<file path="src/hdl/periodic_task_timer_table_assert.svh">
// ---------------------------------------------------------------------------
// periodic_task_timer_table assertion macros
// Shared forms for the concurrent checks of the task timer table.
// ---------------------------------------------------------------------------
`ifndef PERIODIC_TASK_TIMER_TABLE_ASSERT_SVH
`define PERIODIC_TASK_TIMER_TABLE_ASSERT_SVH

// Same-cycle implication, disabled while reset is high.
`define PTT_ASSERT_NOW(name, clk_i, rst_i, ante, cons) \
  name: assert property (@(posedge clk_i) disable iff (rst_i) (ante) |-> (cons)) \
    else $error("periodic_task_timer_table: same-cycle check failed");

// Next-cycle implication, disabled while reset is high.
`define PTT_ASSERT_NEXT(name, clk_i, rst_i, ante, cons) \
  name: assert property (@(posedge clk_i) disable iff (rst_i) (ante) |=> (cons)) \
    else $error("periodic_task_timer_table: next-cycle check failed");

`endif

</file>
<file path="src/hdl/ptt_pkg.sv">
`timescale 1ns / 1ps
`default_nettype none
// ---------------------------------------------------------------------------
// ptt_pkg
// Types, codes and widths shared by the periodic task timer table.
// ---------------------------------------------------------------------------
package ptt_pkg;

  localparam int SLOT_COUNT_DEF = 16;
  localparam int MAX_RESULTS    = 16;
  localparam int NRES_W         = $clog2(MAX_RESULTS + 1);

  localparam int CMD_W      = 3;
  localparam int STATUS_W   = 3;
  localparam int SLOT_IDX_W = 4;
  localparam int TAG_W      = 16;
  localparam int TIME_W     = 32;
  localparam int RUNS_W     = 8;

  localparam logic [RUNS_W-1:0] RUNS_MAX = '1;

  // Command codes
  localparam logic [CMD_W-1:0] CMD_TICK     = 3'd0;
  localparam logic [CMD_W-1:0] CMD_ADD      = 3'd1;
  localparam logic [CMD_W-1:0] CMD_DELETE   = 3'd2;
  localparam logic [CMD_W-1:0] CMD_DISPATCH = 3'd3;
  localparam logic [CMD_W-1:0] CMD_CLEAR    = 3'd4;

  // Result status codes
  localparam logic [STATUS_W-1:0] ST_DONE  = 3'd0;
  localparam logic [STATUS_W-1:0] ST_FULL  = 3'd1;
  localparam logic [STATUS_W-1:0] ST_EMPTY = 3'd2;
  localparam logic [STATUS_W-1:0] ST_DUE   = 3'd3;
  localparam logic [STATUS_W-1:0] ST_NONE  = 3'd4;

  typedef enum logic [2:0] {
    S_IDLE,
    S_TICK,
    S_ADD,
    S_DISP,
    S_DFIN
  } state_t;

  typedef enum logic {
    ALU_TICK,
    ALU_DISPATCH
  } alu_op_t;

  typedef struct packed {
    logic [TAG_W-1:0]  tag;
    logic [TIME_W-1:0] ticks;
    logic [TIME_W-1:0] period;
    logic [RUNS_W-1:0] runs;
  } slot_entry_t;

  typedef struct packed {
    logic ready;     // pending runs present
    logic one_shot;  // zero reload period
  } slot_flags_t;

endpackage
`default_nettype wire

</file>
<file path="src/hdl/ptt_ram.sv">
`timescale 1ns / 1ps
`default_nettype none
// ---------------------------------------------------------------------------
// ptt_ram
// Generic simple dual-port RAM: one write port, one registered read port.
// ---------------------------------------------------------------------------
module ptt_ram #(
  parameter int WIDTH = 8,
  parameter int DEPTH = 16
) (
  input  wire logic                                        clk,
  input  wire logic                                        wr_en,
  input  wire logic [(DEPTH > 1 ? $clog2(DEPTH) : 1)-1:0] wr_addr,
  input  wire logic [WIDTH-1:0]                            wr_data,
  input  wire logic [(DEPTH > 1 ? $clog2(DEPTH) : 1)-1:0] rd_addr,
  output logic      [WIDTH-1:0]                            rd_data
);

  logic [WIDTH-1:0] mem [DEPTH];

  always_ff @(posedge clk) begin
    if (wr_en) begin
      mem[wr_addr] <= wr_data;
    end
    rd_data <= mem[rd_addr];
  end

endmodule
`default_nettype wire

</file>
<file path="src/hdl/ptt_slot_alu.sv">
`timescale 1ns / 1ps
`default_nettype none
// ---------------------------------------------------------------------------
// ptt_slot_alu
// Shared slot update unit: ages a slot on a tick, takes a run off on dispatch.
// ---------------------------------------------------------------------------
module ptt_slot_alu (
  input  wire ptt_pkg::alu_op_t     op,
  input  wire ptt_pkg::slot_entry_t entry_in,
  output ptt_pkg::slot_entry_t      entry_out,
  output ptt_pkg::slot_flags_t      flags
);

  always_comb begin
    entry_out      = entry_in;
    flags.ready    = (entry_in.runs != '0);
    flags.one_shot = (entry_in.period == '0);
    case (op)
      ptt_pkg::ALU_TICK: begin
        if (entry_in.ticks == '0) begin
          // saturate the pending count, reload only from a nonzero period
          if (entry_in.runs != ptt_pkg::RUNS_MAX) begin
            entry_out.runs = entry_in.runs + 1'b1;
          end
          if (entry_in.period != '0) begin
            entry_out.ticks = entry_in.period;
          end
        end else begin
          entry_out.ticks = entry_in.ticks - 1'b1;
        end
      end
      ptt_pkg::ALU_DISPATCH: begin
        entry_out.runs = entry_in.runs - 1'b1;
      end
      default: begin
        entry_out = entry_in;
      end
    endcase
  end

endmodule
`default_nettype wire

</file>
<file path="src/hdl/periodic_task_timer_table.sv">
// Delete, clear and undefined commands: result strobe in the cycle after start, no busy.
// Tick: busy while every slot is walked, one result at the end. Add: result for the
// first free slot k, or status full when the table is full.
// Dispatch: results streamed as due slots are found.
// The walk is set by the slot RAM's single read port: one slot per cycle.
// Synchronous reset empties every slot at once through the per-slot valid bits.
`timescale 1ns / 1ps
`default_nettype none
// ---------------------------------------------------------------------------
// periodic_task_timer_table
// Time-triggered task slot table with tick, add, delete, dispatch and clear.
// ---------------------------------------------------------------------------
`include "periodic_task_timer_table_assert.svh"

module periodic_task_timer_table #(
  parameter int SLOT_COUNT = ptt_pkg::SLOT_COUNT_DEF
) (
  input  wire logic                            clk,
  input  wire logic                            rst,
  input  wire logic                            start,
  output logic                                 busy,
  input  wire logic [ptt_pkg::CMD_W-1:0]       command,
  input  wire logic [ptt_pkg::TAG_W-1:0]       task_tag,
  input  wire logic [ptt_pkg::TIME_W-1:0]      first_delay,
  input  wire logic [ptt_pkg::TIME_W-1:0]      repeat_period,
  input  wire logic [ptt_pkg::SLOT_IDX_W-1:0]  slot_select,
  output logic                                 done,
  output logic      [ptt_pkg::STATUS_W-1:0]    status,
  output logic      [ptt_pkg::SLOT_IDX_W-1:0]  slot_index,
  output logic      [ptt_pkg::TAG_W-1:0]       due_tag,
  output logic                                 last
);

  localparam int IDX_W = (SLOT_COUNT > 1) ? $clog2(SLOT_COUNT) : 1;
  localparam int CNT_W = $clog2(SLOT_COUNT + 1);
  localparam logic [CNT_W-1:0] WALK_END = CNT_W'(SLOT_COUNT);
  localparam logic [ptt_pkg::NRES_W-1:0] RES_CAP = ptt_pkg::NRES_W'(ptt_pkg::MAX_RESULTS);

  ptt_pkg::state_t state, state_next;

  logic [CNT_W-1:0]            rd_idx, rd_idx_next;
  logic                        p1_vld, p1_vld_next;
  logic [IDX_W-1:0]            p1_idx, p1_idx_next;
  logic [SLOT_COUNT-1:0]       used, used_next;
  logic                        held_vld, held_vld_next;
  logic [ptt_pkg::SLOT_IDX_W-1:0] held_slot, held_slot_next;
  logic [ptt_pkg::TAG_W-1:0]   held_tag, held_tag_next;
  logic [ptt_pkg::NRES_W-1:0]  n_res, n_res_next;
  logic [ptt_pkg::TAG_W-1:0]   add_tag, add_tag_next;
  logic [ptt_pkg::TIME_W-1:0]  add_delay, add_delay_next;
  logic [ptt_pkg::TIME_W-1:0]  add_period, add_period_next;

  logic                          emit;
  logic [ptt_pkg::STATUS_W-1:0]  emit_status;
  logic [ptt_pkg::SLOT_IDX_W-1:0] emit_slot;
  logic [ptt_pkg::TAG_W-1:0]     emit_tag;
  logic                          emit_last;

  logic                   wr_en;
  logic [IDX_W-1:0]       wr_addr;
  ptt_pkg::slot_entry_t   wr_data;
  logic [IDX_W-1:0]       rd_addr;
  ptt_pkg::slot_entry_t   rd_data;

  ptt_pkg::alu_op_t       alu_op;
  ptt_pkg::slot_entry_t   alu_out;
  ptt_pkg::slot_flags_t   alu_flags;

  logic [IDX_W-1:0]       del_idx;
  logic                   del_out_of_range;

  ptt_ram #(
    .WIDTH ($bits(ptt_pkg::slot_entry_t)),
    .DEPTH (SLOT_COUNT)
  ) u_slot_ram (
    .clk     (clk),
    .wr_en   (wr_en),
    .wr_addr (wr_addr),
    .wr_data (wr_data),
    .rd_addr (rd_addr),
    .rd_data (rd_data)
  );

  ptt_slot_alu u_slot_alu (
    .op        (alu_op),
    .entry_in  (rd_data),
    .entry_out (alu_out),
    .flags     (alu_flags)
  );

  assign del_idx          = IDX_W'(slot_select);
  assign del_out_of_range = (32'(slot_select) >= 32'(SLOT_COUNT));

  always_ff @(posedge clk) begin
    if (rst) begin
      state <= ptt_pkg::S_IDLE;
    end else begin
      state <= state_next;
    end
  end

  always_ff @(posedge clk) begin
    if (rst) begin
      rd_idx   <= '0;
      p1_vld   <= 1'b0;
      used     <= '0;
      held_vld <= 1'b0;
      n_res    <= '0;
      done     <= 1'b0;
    end else begin
      rd_idx   <= rd_idx_next;
      p1_vld   <= p1_vld_next;
      used     <= used_next;
      held_vld <= held_vld_next;
      n_res    <= n_res_next;
      done     <= emit;
    end
  end

  always_ff @(posedge clk) begin
    p1_idx     <= p1_idx_next;
    held_slot  <= held_slot_next;
    held_tag   <= held_tag_next;
    add_tag    <= add_tag_next;
    add_delay  <= add_delay_next;
    add_period <= add_period_next;
    status     <= emit_status;
    slot_index <= emit_slot;
    due_tag    <= emit_tag;
    last       <= emit_last;
  end

  always_comb begin
    state_next      = state;
    rd_idx_next     = rd_idx;
    p1_vld_next     = 1'b0;
    p1_idx_next     = rd_idx[IDX_W-1:0];
    used_next       = used;
    held_vld_next   = held_vld;
    held_slot_next  = held_slot;
    held_tag_next   = held_tag;
    n_res_next      = n_res;
    add_tag_next    = add_tag;
    add_delay_next  = add_delay;
    add_period_next = add_period;

    rd_addr = rd_idx[IDX_W-1:0];
    wr_en   = 1'b0;
    wr_addr = p1_idx;
    wr_data = alu_out;
    alu_op  = (state == ptt_pkg::S_DISP) ? ptt_pkg::ALU_DISPATCH : ptt_pkg::ALU_TICK;

    emit        = 1'b0;
    emit_status = ptt_pkg::ST_DONE;
    emit_slot   = '0;
    emit_tag    = '0;
    emit_last   = 1'b1;

    case (state)
      ptt_pkg::S_IDLE: begin
        if (start) begin
          rd_idx_next     = '0;
          add_tag_next    = task_tag;
          add_delay_next  = first_delay;
          add_period_next = repeat_period;
          case (command)
            ptt_pkg::CMD_TICK: begin
              state_next = ptt_pkg::S_TICK;
            end
            ptt_pkg::CMD_ADD: begin
              state_next = ptt_pkg::S_ADD;
            end
            ptt_pkg::CMD_DELETE: begin
              emit      = 1'b1;
              emit_slot = slot_select;
              if (del_out_of_range) begin
                emit_status = ptt_pkg::ST_EMPTY;
              end else begin
                emit_status        = used[del_idx] ? ptt_pkg::ST_DONE : ptt_pkg::ST_EMPTY;
                used_next[del_idx] = 1'b0;
              end
            end
            ptt_pkg::CMD_DISPATCH: begin
              state_next    = ptt_pkg::S_DISP;
              held_vld_next = 1'b0;
              n_res_next    = '0;
            end
            ptt_pkg::CMD_CLEAR: begin
              used_next = '0;
              emit      = 1'b1;
            end
            default: begin
              emit = 1'b1;
            end
          endcase
        end
      end

      ptt_pkg::S_TICK: begin
        if (rd_idx != WALK_END) begin
          rd_idx_next = rd_idx + 1'b1;
          p1_vld_next = 1'b1;
        end
        if (p1_vld && used[p1_idx]) begin
          wr_en = 1'b1;
        end
        if (rd_idx == WALK_END && !p1_vld) begin
          emit       = 1'b1;
          state_next = ptt_pkg::S_IDLE;
        end
      end

      ptt_pkg::S_ADD: begin
        if (rd_idx == WALK_END) begin
          emit        = 1'b1;
          emit_status = ptt_pkg::ST_FULL;
          state_next  = ptt_pkg::S_IDLE;
        end else if (!used[rd_idx[IDX_W-1:0]]) begin
          wr_en          = 1'b1;
          wr_addr        = rd_idx[IDX_W-1:0];
          wr_data.tag    = add_tag;
          wr_data.ticks  = add_delay;
          wr_data.period = add_period;
          wr_data.runs   = '0;
          used_next[rd_idx[IDX_W-1:0]] = 1'b1;
          emit       = 1'b1;
          emit_slot  = ptt_pkg::SLOT_IDX_W'(rd_idx[IDX_W-1:0]);
          state_next = ptt_pkg::S_IDLE;
        end else begin
          rd_idx_next = rd_idx + 1'b1;
        end
      end

      ptt_pkg::S_DISP: begin
        if (rd_idx != WALK_END) begin
          rd_idx_next = rd_idx + 1'b1;
          p1_vld_next = 1'b1;
        end
        if (p1_vld && used[p1_idx] && alu_flags.ready) begin
          // release the held item; it is not the last one
          if (held_vld) begin
            emit        = 1'b1;
            emit_status = ptt_pkg::ST_DUE;
            emit_slot   = held_slot;
            emit_tag    = held_tag;
            emit_last   = 1'b0;
          end
          held_vld_next  = 1'b1;
          held_slot_next = ptt_pkg::SLOT_IDX_W'(p1_idx);
          held_tag_next  = rd_data.tag;
          n_res_next     = ptt_pkg::NRES_W'(n_res + 1'b1);
          if (alu_flags.one_shot) begin
            used_next[p1_idx] = 1'b0;
          end else begin
            wr_en = 1'b1;
          end
          if (n_res_next == RES_CAP) begin
            state_next = ptt_pkg::S_DFIN;
          end
        end else if (rd_idx == WALK_END && !p1_vld) begin
          state_next = ptt_pkg::S_DFIN;
        end
      end

      ptt_pkg::S_DFIN: begin
        emit = 1'b1;
        if (held_vld) begin
          emit_status = ptt_pkg::ST_DUE;
          emit_slot   = held_slot;
          emit_tag    = held_tag;
        end else begin
          emit_status = ptt_pkg::ST_NONE;
        end
        held_vld_next = 1'b0;
        state_next    = ptt_pkg::S_IDLE;
      end

      default: begin
        state_next = ptt_pkg::S_IDLE;
      end
    endcase
  end

  assign busy = (state != ptt_pkg::S_IDLE);

  `PTT_ASSERT_NEXT(a_start_reacts, clk, rst, start && !busy, busy || done)
  `PTT_ASSERT_NOW(a_only_due_streams, clk, rst, done && !last, status == ptt_pkg::ST_DUE)
  `PTT_ASSERT_NOW(a_none_is_last, clk, rst, done && (status == ptt_pkg::ST_NONE), last)
  `PTT_ASSERT_NOW(a_held_counted, clk, rst, held_vld, (n_res != '0) && busy)

endmodule
`default_nettype wire
</file>
<file path="config.mk">
export PLATFORM = sky130hd
export DESIGN_NAME = periodic_task_timer_table
export DESIGN_NICKNAME = d
export VERILOG_FILES = /design/src/hdl/ptt_pkg.sv /design/src/hdl/ptt_ram.sv /design/src/hdl/ptt_slot_alu.sv /design/src/hdl/periodic_task_timer_table.sv
export VERILOG_INCLUDE_DIRS = /design/src /design/src/hdl
export SDC_FILE = /design/constraint.sdc
export NUM_CORES = 2
export LEC_CHECK = 0
export ABC_AREA = 1
export BUFFER_PORTS_ARGS = -buffer_cell sky130_fd_sc_hd__buf_2
export CELL_PAD_IN_SITES_DETAIL_PLACEMENT = 1
export CELL_PAD_IN_SITES_GLOBAL_PLACEMENT = 1
export CORE_MARGIN = 2
export CORE_UTILIZATION = 55
export DETAILED_ROUTE_END_ITERATION = 7
export HOLD_SLACK_MARGIN = 0.02
export PLACE_DENSITY = 0.83
export SETUP_SLACK_MARGIN = 0.1
export SYNTH_ARGS = -nofsm -noshare
export SYNTH_HDL_FRONTEND = slang
export SYNTH_SLANG_ARGS = --single-unit
</file>
<file path="constraint.sdc">
create_clock -name clk -period 12 [get_ports clk]
set_input_delay 1.8 -clock clk [delete_from_list [all_inputs] [get_ports clk]]
set_output_delay 1.8 -clock clk [all_outputs]
set_load 0.02 [all_outputs]
</file>
==> reports/summary.txt <==
Run status = completed
Number of routed nets with antenna violations = 0
Pleak = 24.4 nW
Post-synthesis average cell area = 12.2 um^2
HP Class = register to register
R2R depth = 15
Post-synth EDFFs = 1508
Post-cts sizing count = 0
Critical Path Fanout Max = 94
Worst path bufs/invs = 4
CP Data Required Time = 12.41 ns
Mapped Area = 64800 um^2
H-tree levels = 4
Core area = 117000 um^2
Area growth syn-to-layout = 11.3%
Die span in x = 347 um
Drt wl/cell = 29.9 um
GPL Wtd Cong = 0.892
Final setup fails = 0
Multi-input logic area = 14900 um^2
Cell Chain, Critical Path = buf_4 > nand2_1 > o211ai_1 > nand2_1 > nand2_1 > nand2_1 > nor2_4 > nand3_4 > inv_4 > nand2_1 > o21ai_1 > nand3_1 > nor2_4 > buf_4 > buf_4
Worst Tran Pin Value = 1.43 ns
Clock transition at the registers of the reported paths = 0.06 ns
Critical Path Start = rd_idx[0]
Hold_ws = 0.438 ns
GRT Overall Usage = 34.4%
Total of fill cells in the finished design = 11.3k
Total power = 0.0179 W
Synth Register Bits = 1656
End of the critical path = u_slot_ram.mem[9][50]
Worst slack at placement = 5.09 ns
IO Pins = 116
P_sw = 0.00616 W
Final wirelength = 210 mm
Max cap viols = 0
Final hold vios = 0
Initial antenna violation count = 5
Crit-path leading delay family = buffers and inverters
Total gr overflow = 0
Critical-path top delay cell = nor2_4
Die height = 347 um
Max stage delay on crit path = 1.03 ns
Crit start category = register
Share of layout cells above drive strength 1 = 8.75%
Post-synthesis sequential area ratio = 74.4%
Skew-Pair Late Insertion Delay = 0.81 ns
FF+latch area = 48300 um^2
Crit path DAT = 7.63 ns
Net Sw Frac = 34.4%
Worst path most repeated cell = nand2_1
Final Max Tran Viols = 0
Synth Instances = 5304
Worst relative slew slack = 4.39%
Syn_nets = 5404
Reg-to-Reg End = u_slot_ram.mem[9][50]
Drt first pass iters = 5
Post-synth cell types = 44
Worst R2R Start = rd_idx[0]
CP endpoint kind = register
Final worst path period share = 60.2%
Post-CTS Setup Bufs = 0
Worst vdd ir = 0.211 mV
Starting Density = 55.6%
Clock power share = 28.9%
Peak Freq = 138 MHz
Critical Path Stages = 15
Register share of total power = 46.8%
Clock Skew = 0.0365 ns
TritonCTS clock tree = built
Crit path time final = 7.22 ns
First-pass GRT wire length = 308 mm
Ys async rst share = 0%
Fin nets = 5436
Vias = 46.5k
Critical path class = register to register
Setup_tns = 0 ns
Fin worst setup slack = 4.78 ns
RSZ-0062 raised after global routing = no
Internal cell power = 0.0117 W
Number of buffers created by CTS = 165
Number of port buffers = 115
Number of DRC markers in iteration 0 = 6504
Reg-to-reg slack, setup = 4.78 ns
Commonest non-fill, non-tap cells in the layout = edfxtp_1 (1508), nor2_1 (892), o21ai_0 (839)
Main synth FF type = edfxtp_1
Row count = 125
PD cells = 248 nW/um^2
YS warnings = 0
Hold bufs inserted after CTS = 0
Number of global-route vias before repair = 48.2k
DR vias/cell = 6.64
Commonest non-fill, non-tap cell in the layout = edfxtp_1
Dpl hpwl = 115 mm
Clk root buf = clkbuf_16
CTS sink count = 1656
Die area = 121000 um^2
Largest net degree at the start of global routing = 208
Combinational power share = 24.3%
CTS Buffer Depth = 3
Residual DRC = 0
[flip-flops by register name, summed over array words and instances (netlist names), 3 cells and up]
signal and cells:
add_delay 32, add_period 32, add_tag 16, due_tag 16
held_slot 4, held_tag 16, n_res 5, p1_idx 4
rd_idx 5, slot_index 4, state 3, status 3
u_slot_ram.mem 1408, u_slot_ram.rd_data 88, used 16
[cells by family (layout without fill, tap and decap cells)]
family          after synthesis  after routing  share of synthesized area (%)
compound gates             1316           1316                           11.0
xor+xnor                     14             14                          0.189
fa+ha+maj                    10             10                          0.193
buf+inv                     474            647                           2.88
flops                      1656           1656                           74.4
mux                           1              1                         0.0154
other cells                   0              1                              0
simple gates               1833           1833                           11.3
[power by group through the flow]
stage	clock network, W	registers, W	logic (W)
floorplan	0	0.00820	0.00259
global placement	0	0.00843	0.00382
detailed placement	0	0.00845	0.00413
CTS	0.00519	0.00835	0.00423
global route	0.00538	0.00838	0.00466
finish	0.00517	0.00837	0.00436
[worst reg2reg max path: stages, from the launching register on]
cell      delay [ns]
dfxtp_4         0.93
buf_4           0.90
nand2_1         0.17
o211ai_1        0.15
nand2_1         0.10
nand2_1         0.06
nand2_1         0.14
nor2_4          0.18
nand3_4         0.09
inv_4           0.83
nand2_1         0.24
o21ai_1         0.25
nand3_1         0.39
nor2_4          1.03
buf_4           0.52
buf_4           0.72
[metrics by stage]
stage	area, um^2	instances	utilization (%)
3_5_place_dp	66800	6693	57.3
3_3_place_gp	66800	6693	57.3
6_report	72100	7002	61.9
5_1_grt	72100	7001	61.9
2_1_floorplan	64800	5304	-
4_1_cts	72100	7001	61.9
[cell usage after synthesis (2+ instances only)]
cell | instances | area (um^2)
a21oi_1 | 80 | 400
a31oi_1 | 4 | 25.0
buf_1 | 20 | 75.1
buf_2 | 25 | 125
buf_4 | 2 | 15.0
buf_6 | 6 | 67.6
clkbuf_1 | 269 | 1010
clkbuf_2 | 2 | 10.0
dfxtp_1 | 148 | 2960
edfxtp_1 | 1508 | 45300
ha_1 | 10 | 125
inv_1 | 145 | 544
inv_2 | 5 | 18.8
nand2_1 | 703 | 2640
nand2_2 | 2 | 12.5
nand3_1 | 84 | 420
nand4_1 | 96 | 601
nor2_1 | 913 | 3430
nor2_2 | 2 | 12.5
nor2_4 | 3 | 33.8
nor3_1 | 18 | 90.1
nor4_1 | 7 | 43.8
o2111ai_1 | 2 | 17.5
o211ai_1 | 10 | 75.1
o21a_1 | 4 | 30.0
o21ai_0 | 840 | 4200
o21ai_1 | 4 | 20.0
o21ai_2 | 2 | 17.5
o22ai_1 | 362 | 2260
or2_2 | 2 | 12.5
xnor2_1 | 2 | 17.5
xor2_1 | 12 | 105
[worst min-delay path by stage]
stage	slack (ns)	to	cells after the start	from
6_report	0.44	held_tag[15]	0	u_slot_ram.rd_data[87]
5_1_grt	0.45	held_tag[6]	0	u_slot_ram.rd_data[78]
4_1_cts	0.43	held_tag[15]	0	u_slot_ram.rd_data[87]
3_5_place_dp	0.42	held_tag[15]	0	u_slot_ram.rd_data[87]
3_3_place_gp	0.41	held_tag[3]	0	u_slot_ram.rd_data[75]
2_1_floorplan	0.37	p1_idx[1]	0	rd_idx[1]
[area by class of cell]
| cell class | count | share of cell area (%) |
|---|---|---|
| clock buffer | 243 | 6.60 |
| inverter | 150 | 0.812 |
| multi-input combinational | 3174 | 20.6 |
| clock inverter | 65 | 0.820 |
| timing repair buffer | 189 | 1.62 |
| sequential | 1656 | 66.9 |
| tap | 1524 | 2.64 |
| antenna | 1 | 0.00347 |
[metal layers]
| layer | track usage (%) | up-vias | part of all wire, % |
|---|---|---|---|
| met4 | 16.5 | 4 | 4.9 |
| li1 | - | 19282 | - |
| met5 | 0 | - | 0.013 |
| met1 | 44.2 | 23389 | 37 |
| met2 | 56.7 | 3133 | 49 |
| met3 | 6.46 | 688 | 9.7 |
Power figures use the tool's default switching activity.
